## config.mk

```make
export PLATFORM = sky130hd
export DESIGN_NAME = fbfl_ctrl
export DESIGN_NICKNAME = d
export VERILOG_FILES = /design/src/fbfl_pkg.sv /design/src/fbfl_ctrl.sv
export SDC_FILE = /design/constraint.sdc
export NUM_CORES = 1
export LEC_CHECK = 0
export ABC_CLOCK_PERIOD_IN_PS = 1400
export BUFFER_PORTS_ARGS = -buffer_cell sky130_fd_sc_hd__clkbuf_2
export CAP_MARGIN = 20
export CORE_AREA = 2 2 39 41
export DETAILED_ROUTE_END_ITERATION = 10
export DIE_AREA = 0 0 41 43
export PLACE_DENSITY = 0.5
export SYNTH_ARGS = -nofsm -noshare
export SYNTH_HDL_FRONTEND = slang
export SYNTH_SLANG_ARGS = --single-unit
export TNS_END_PERCENT = 20
```

## constraint.sdc

```tcl
create_clock -name clk -period 1.4 [get_ports clk]
set_input_delay 0.07 -clock clk [delete_from_list [all_inputs] [get_ports clk]]
set_output_delay 0.07 -clock clk [all_outputs]
set_load 0.1 [all_outputs]
```

## src/fbfl_pkg.sv

```systemverilog
// Shared types, codes and constants of the fixed block free list allocator.
package fbfl_pkg;

    // Pool geometry
    localparam int unsigned IDX_W   = 10;
    localparam int unsigned LINK_W  = 11;
    localparam int unsigned COUNT_W = 11;
    localparam int unsigned SIZE_W  = 16;
    localparam int unsigned DEPTH   = 1 << IDX_W;
    localparam logic [COUNT_W-1:0] MAX_BLOCKS = 11'd1024;
    localparam logic [COUNT_W-1:0] COUNT_MAX  = 11'd2047;

    // Request kinds
    localparam logic [1:0] ACT_ALLOC    = 2'd0;
    localparam logic [1:0] ACT_RELEASE  = 2'd1;
    localparam logic [1:0] ACT_TEARDOWN = 2'd2;

    // Result status codes
    localparam logic [2:0] STAT_OK      = 3'd0;
    localparam logic [2:0] STAT_NULL    = 3'd1;
    localparam logic [2:0] STAT_STATE   = 3'd2;
    localparam logic [2:0] STAT_OWNER   = 3'd3;
    localparam logic [2:0] STAT_INUSE   = 3'd4;
    localparam logic [2:0] STAT_NOBLOCK = 3'd5;

    // Configuration register indexes
    localparam logic [1:0] CFG_NUM_BLOCKS = 2'd0;
    localparam logic [1:0] CFG_BLOCK_SIZE = 2'd1;
    localparam logic [1:0] CFG_FAILOVER   = 2'd2;

    typedef enum logic [2:0] {
        S_IDLE,
        S_EVAL,
        S_INIT,
        S_POP,
        S_DONE
    } state_t;

    // Controller to datapath commands
    typedef struct packed {
        logic load_item;
        logic eval_commit;
        logic mem_read;
        logic init_start;
        logic init_step;
        logic pop_commit;
        logic out_load;
    } dp_cmd_t;

    // Datapath to controller status
    typedef struct packed {
        logic need_init;
        logic need_read;
        logic init_last;
        logic out_busy;
    } dp_stat_t;

endpackage

```

## src/fbfl_ctrl.sv

```systemverilog
// Sequencing state machine of the fixed block free list allocator.
module fbfl_ctrl
    import fbfl_pkg::*;
(
    input  logic     clk,
    input  logic     rst_n,
    input  logic     in_valid,
    output logic     in_ready,
    input  dp_stat_t stat,
    output dp_cmd_t  cmd
);

    state_t state_reg;
    state_t state_next;

    // Hold the current state
    always_ff @(posedge clk or negedge rst_n)
    begin
        if (!rst_n)
        begin
            state_reg <= S_IDLE;
        end
        else
        begin
            state_reg <= state_next;
        end
    end

    // Advance the sequence
    always_comb
    begin
        state_next = state_reg;
        case (state_reg)
            S_IDLE:
            begin
                if (in_valid)
                begin
                    state_next = S_EVAL;
                end
            end
            S_EVAL:
            begin
                if (stat.need_init)
                begin
                    state_next = S_INIT;
                end
                else if (stat.need_read)
                begin
                    state_next = S_POP;
                end
                else
                begin
                    state_next = S_DONE;
                end
            end
            S_INIT:
            begin
                if (stat.init_last)
                begin
                    state_next = S_EVAL;
                end
            end
            S_POP:
            begin
                state_next = S_DONE;
            end
            S_DONE:
            begin
                if (!stat.out_busy)
                begin
                    state_next = S_IDLE;
                end
            end
            default:
            begin
                state_next = S_IDLE;
            end
        endcase
    end

    // Drive datapath commands
    always_comb
    begin
        cmd      = '0;
        in_ready = 1'b0;
        case (state_reg)
            S_IDLE:
            begin
                in_ready      = 1'b1;
                cmd.load_item = in_valid;
            end
            S_EVAL:
            begin
                if (stat.need_init)
                begin
                    cmd.init_start = 1'b1;
                end
                else if (stat.need_read)
                begin
                    cmd.mem_read = 1'b1;
                end
                else
                begin
                    cmd.eval_commit = 1'b1;
                end
            end
            S_INIT:
            begin
                cmd.init_step = 1'b1;
            end
            S_POP:
            begin
                cmd.pop_commit = 1'b1;
            end
            S_DONE:
            begin
                cmd.out_load = !stat.out_busy;
            end
            default:
            begin
                cmd = '0;
            end
        endcase
    end

endmodule

```

==> results.ini <==
[run_status]
outcome=completed

[sta]
finalHoldViolations=0
finClkSkew_ns=0.000942
setup_viol=0
rsz0062_at_grt=true
finalCriticalPeriod_ns=1.38
timing_worst_slew_pin_value_ns=0.265
timing.slew.headroom=0.823
timing.final.crit_share=0.985
slew_viol_final=0
max_clock_freq_mhz=725

[cts]
htreeDepth=1
clkSinkCount=3
cts_made_buffers=3
ctsLongestPathBuffers=2
cts_tree=done
clkSlewWorstSetupHoldPaths_ns=0.04
clk-insertion-delay-late_ns=0.24
ctsRootBufferMaster=sky130_fd_sc_hd__clkbuf_4

[setup_path]
critical_r2r_launch=state_reg[1]$_DFFE_PN0P_
cp_data_arrival_time_ns=1.31
cp.required_ns=1.33
worstPathMaxFanout=5
critical_path.endpoint_type=output port
number_of_cells_on_the_worst_reg_to_reg_path=5
critical_path_class=reg -> out
timing.rr.end=state_reg[1]$_DFFE_PN0P_
rrSetupSlack_ns=0.18
cp-endpoint=cmd[0]
crit_path_start_kind=flop
worst_setup_path_startpoint=state_reg[0]$_DFFE_PN0P_

[floorplanning]
number_of_standard_cell_rows_in_the_floorplan=14
dieWidth_um=41
design.die.area_um2=1760
initial_core_util=0.168
placeableCoreArea_um2=1380
die_h_um=43
design.portCount=15

[grt]
initial_antenna_violation_count=0
grt_usage=0.113
pin_count_of_the_biggest_net_entering_global_routing=8
grt_overflow=0
grt_first_pass_wirelength_um=1300
first_global_vias=309

[logic_synthesis]
synth_top_area_frac=0.323
synth_sequential_area_ratio=0.323
synth_top_area_cell=sky130_fd_sc_hd__dfrtp_1
synth_area_um2=233
synthCells=27
syn_area_per_cell_um2=8.62
yosys.cell_types.count=18
post_synth_main_area_contributors=sky130_fd_sc_hd__dfrtp_1 (32%), sky130_fd_sc_hd__nor2_1 (9.7%), sky130_fd_sc_hd__o21ba_4 (7.0%)
syn_nets=34
postSynthRegisterBits=3
synth_warnings=0

[finish]
antennaDiodeCount=0
multi_input_comb_area_um2=199
finish.net_count=60
commonest_cells_after_routing_fill_and_taps_aside=sky130_fd_sc_hd__buf_12 (8), sky130_fd_sc_hd__buf_4 (7), sky130_fd_sc_hd__clkbuf_2 (6)
post-route-cell-area_um2=592
final_common_cell=sky130_fd_sc_hd__buf_12
area.sequential_um2=78.8
synthToLayoutAreaGrowth_pct=154
drive_above_1_share=0.750
largest_reg_flops=3
postLayoutCoreUtil=0.428
nFillCells=133

[route]
first_iter_violations=0
via_per_inst=4.31
firstDrtPassIters=1
detailroute.via_count=293
postRouteWirelength_um=758
routedWlPerCell_um=11.1
detail_route.drc_violations=0
ant_nets=0

[run]
max_cap_viol_count=0

[placement]
place.port_buffers=14
gpl.final_weighted_congestion=0.637
detailed_place_hpwl_um=495
detailed_place.area_um2=479

[worst_hold_path]
worstHoldPathType=in -> async

area by class of cell:
cell class	instances	area share
Clock buffer	4	0.0444
Sequential cell	3	0.133
Multi-Input combinational cell	21	0.336
Tap cell	16	0.0338
Timing Repair Buffer	23	0.446
Inverter	1	0.00634
logic make-up after synthesis:
group / after synthesis / synth area share
AO/OA/AOI/OAI: 4 / 0.183
flip-flops: 3 / 0.323
multiplexers: 1 / 0.0430
buffers and inverters: 3 / 0.0860
AND/OR/NAND/NOR: 16 / 0.366
critical path, cell delays in order, from the launching register on:
cell                      delay, ns
sky130_fd_sc_hd__dfrtp_2       0.43
sky130_fd_sc_hd__buf_6         0.15
sky130_fd_sc_hd__nor4b_4       0.27
sky130_fd_sc_hd__buf_12        0.21
synth_stat cells:
library cell               number
sky130_fd_sc_hd__nor2_1         6
sky130_fd_sc_hd__dfrtp_1        3
sky130_fd_sc_hd__nand2b_1       2
sky130_fd_sc_hd__nor3_1         2
sky130_fd_sc_hd__a22oi_2        1
sky130_fd_sc_hd__and2_1         1
sky130_fd_sc_hd__and3_1         1
sky130_fd_sc_hd__buf_2          1
sky130_fd_sc_hd__buf_6          1
sky130_fd_sc_hd__inv_1          1
sky130_fd_sc_hd__mux2i_1        1
sky130_fd_sc_hd__nand2_1        1
sky130_fd_sc_hd__nand3_1        1
sky130_fd_sc_hd__nor3_2         1
sky130_fd_sc_hd__nor4b_1        1
sky130_fd_sc_hd__o21ai_0        1
sky130_fd_sc_hd__o21ba_4        1
sky130_fd_sc_hd__o32ai_1        1
through the flow:
stage | hold WS, ns | TNS (ns) | setup slack [ns] | instances
2_1_floorplan | -0.226 | -1.68 | -0.456 | 27
3_3_place_gp | -0.132 | 0 | 0.135 | 56
3_5_place_dp | -0.130 | 0 | 0.134 | 56
4_1_cts | 0.119 | 0 | 0.00179 | 67
5_1_grt | 0.171 | -0.0684 | -0.0283 | 68
6_report | 0.145 | 0 | 0.0209 | 68
worst min-delay path by stage:
stage / startpoint / slack [ns] / cells after the start / endpoint
CTS: stat[0] / 0.12 / 3 / state_reg[2]$_DFFE_PN0P_
floorplan: rst_n / -0.23 / 0 / state_reg[0]$_DFFE_PN0P_
global placement: rst_n / -0.13 / 1 / state_reg[2]$_DFFE_PN0P_
detailed placement: rst_n / -0.13 / 1 / state_reg[2]$_DFFE_PN0P_
global route: rst_n / 0.17 / 2 / state_reg[1]$_DFFE_PN0P_
finish: rst_n / 0.15 / 2 / state_reg[0]$_DFFE_PN0P_
metal layers:
layer  global-route usage  share of wire
met5                    0              0
met4               0.0800          0.030
met3               0.0419           0.11
met2                0.144           0.44
met1                0.150           0.42
repair_timing:
| action | in CTS | in global routing |
|---|---|---|
| hold buffers | 1 | 0 |
| endpoints found under the hold margin | 3 | 0 |
| gates resized for setup | 6 | 2 |
| setup endpoints to repair | 7 | 6 |
| buffers inserted | 6 | 1 |
| pin swaps | 3 | 0 |
Power is left out: the tool's default activity adds up to more than one toggle a clock period on the data nets, which glitch-free logic cannot reach.
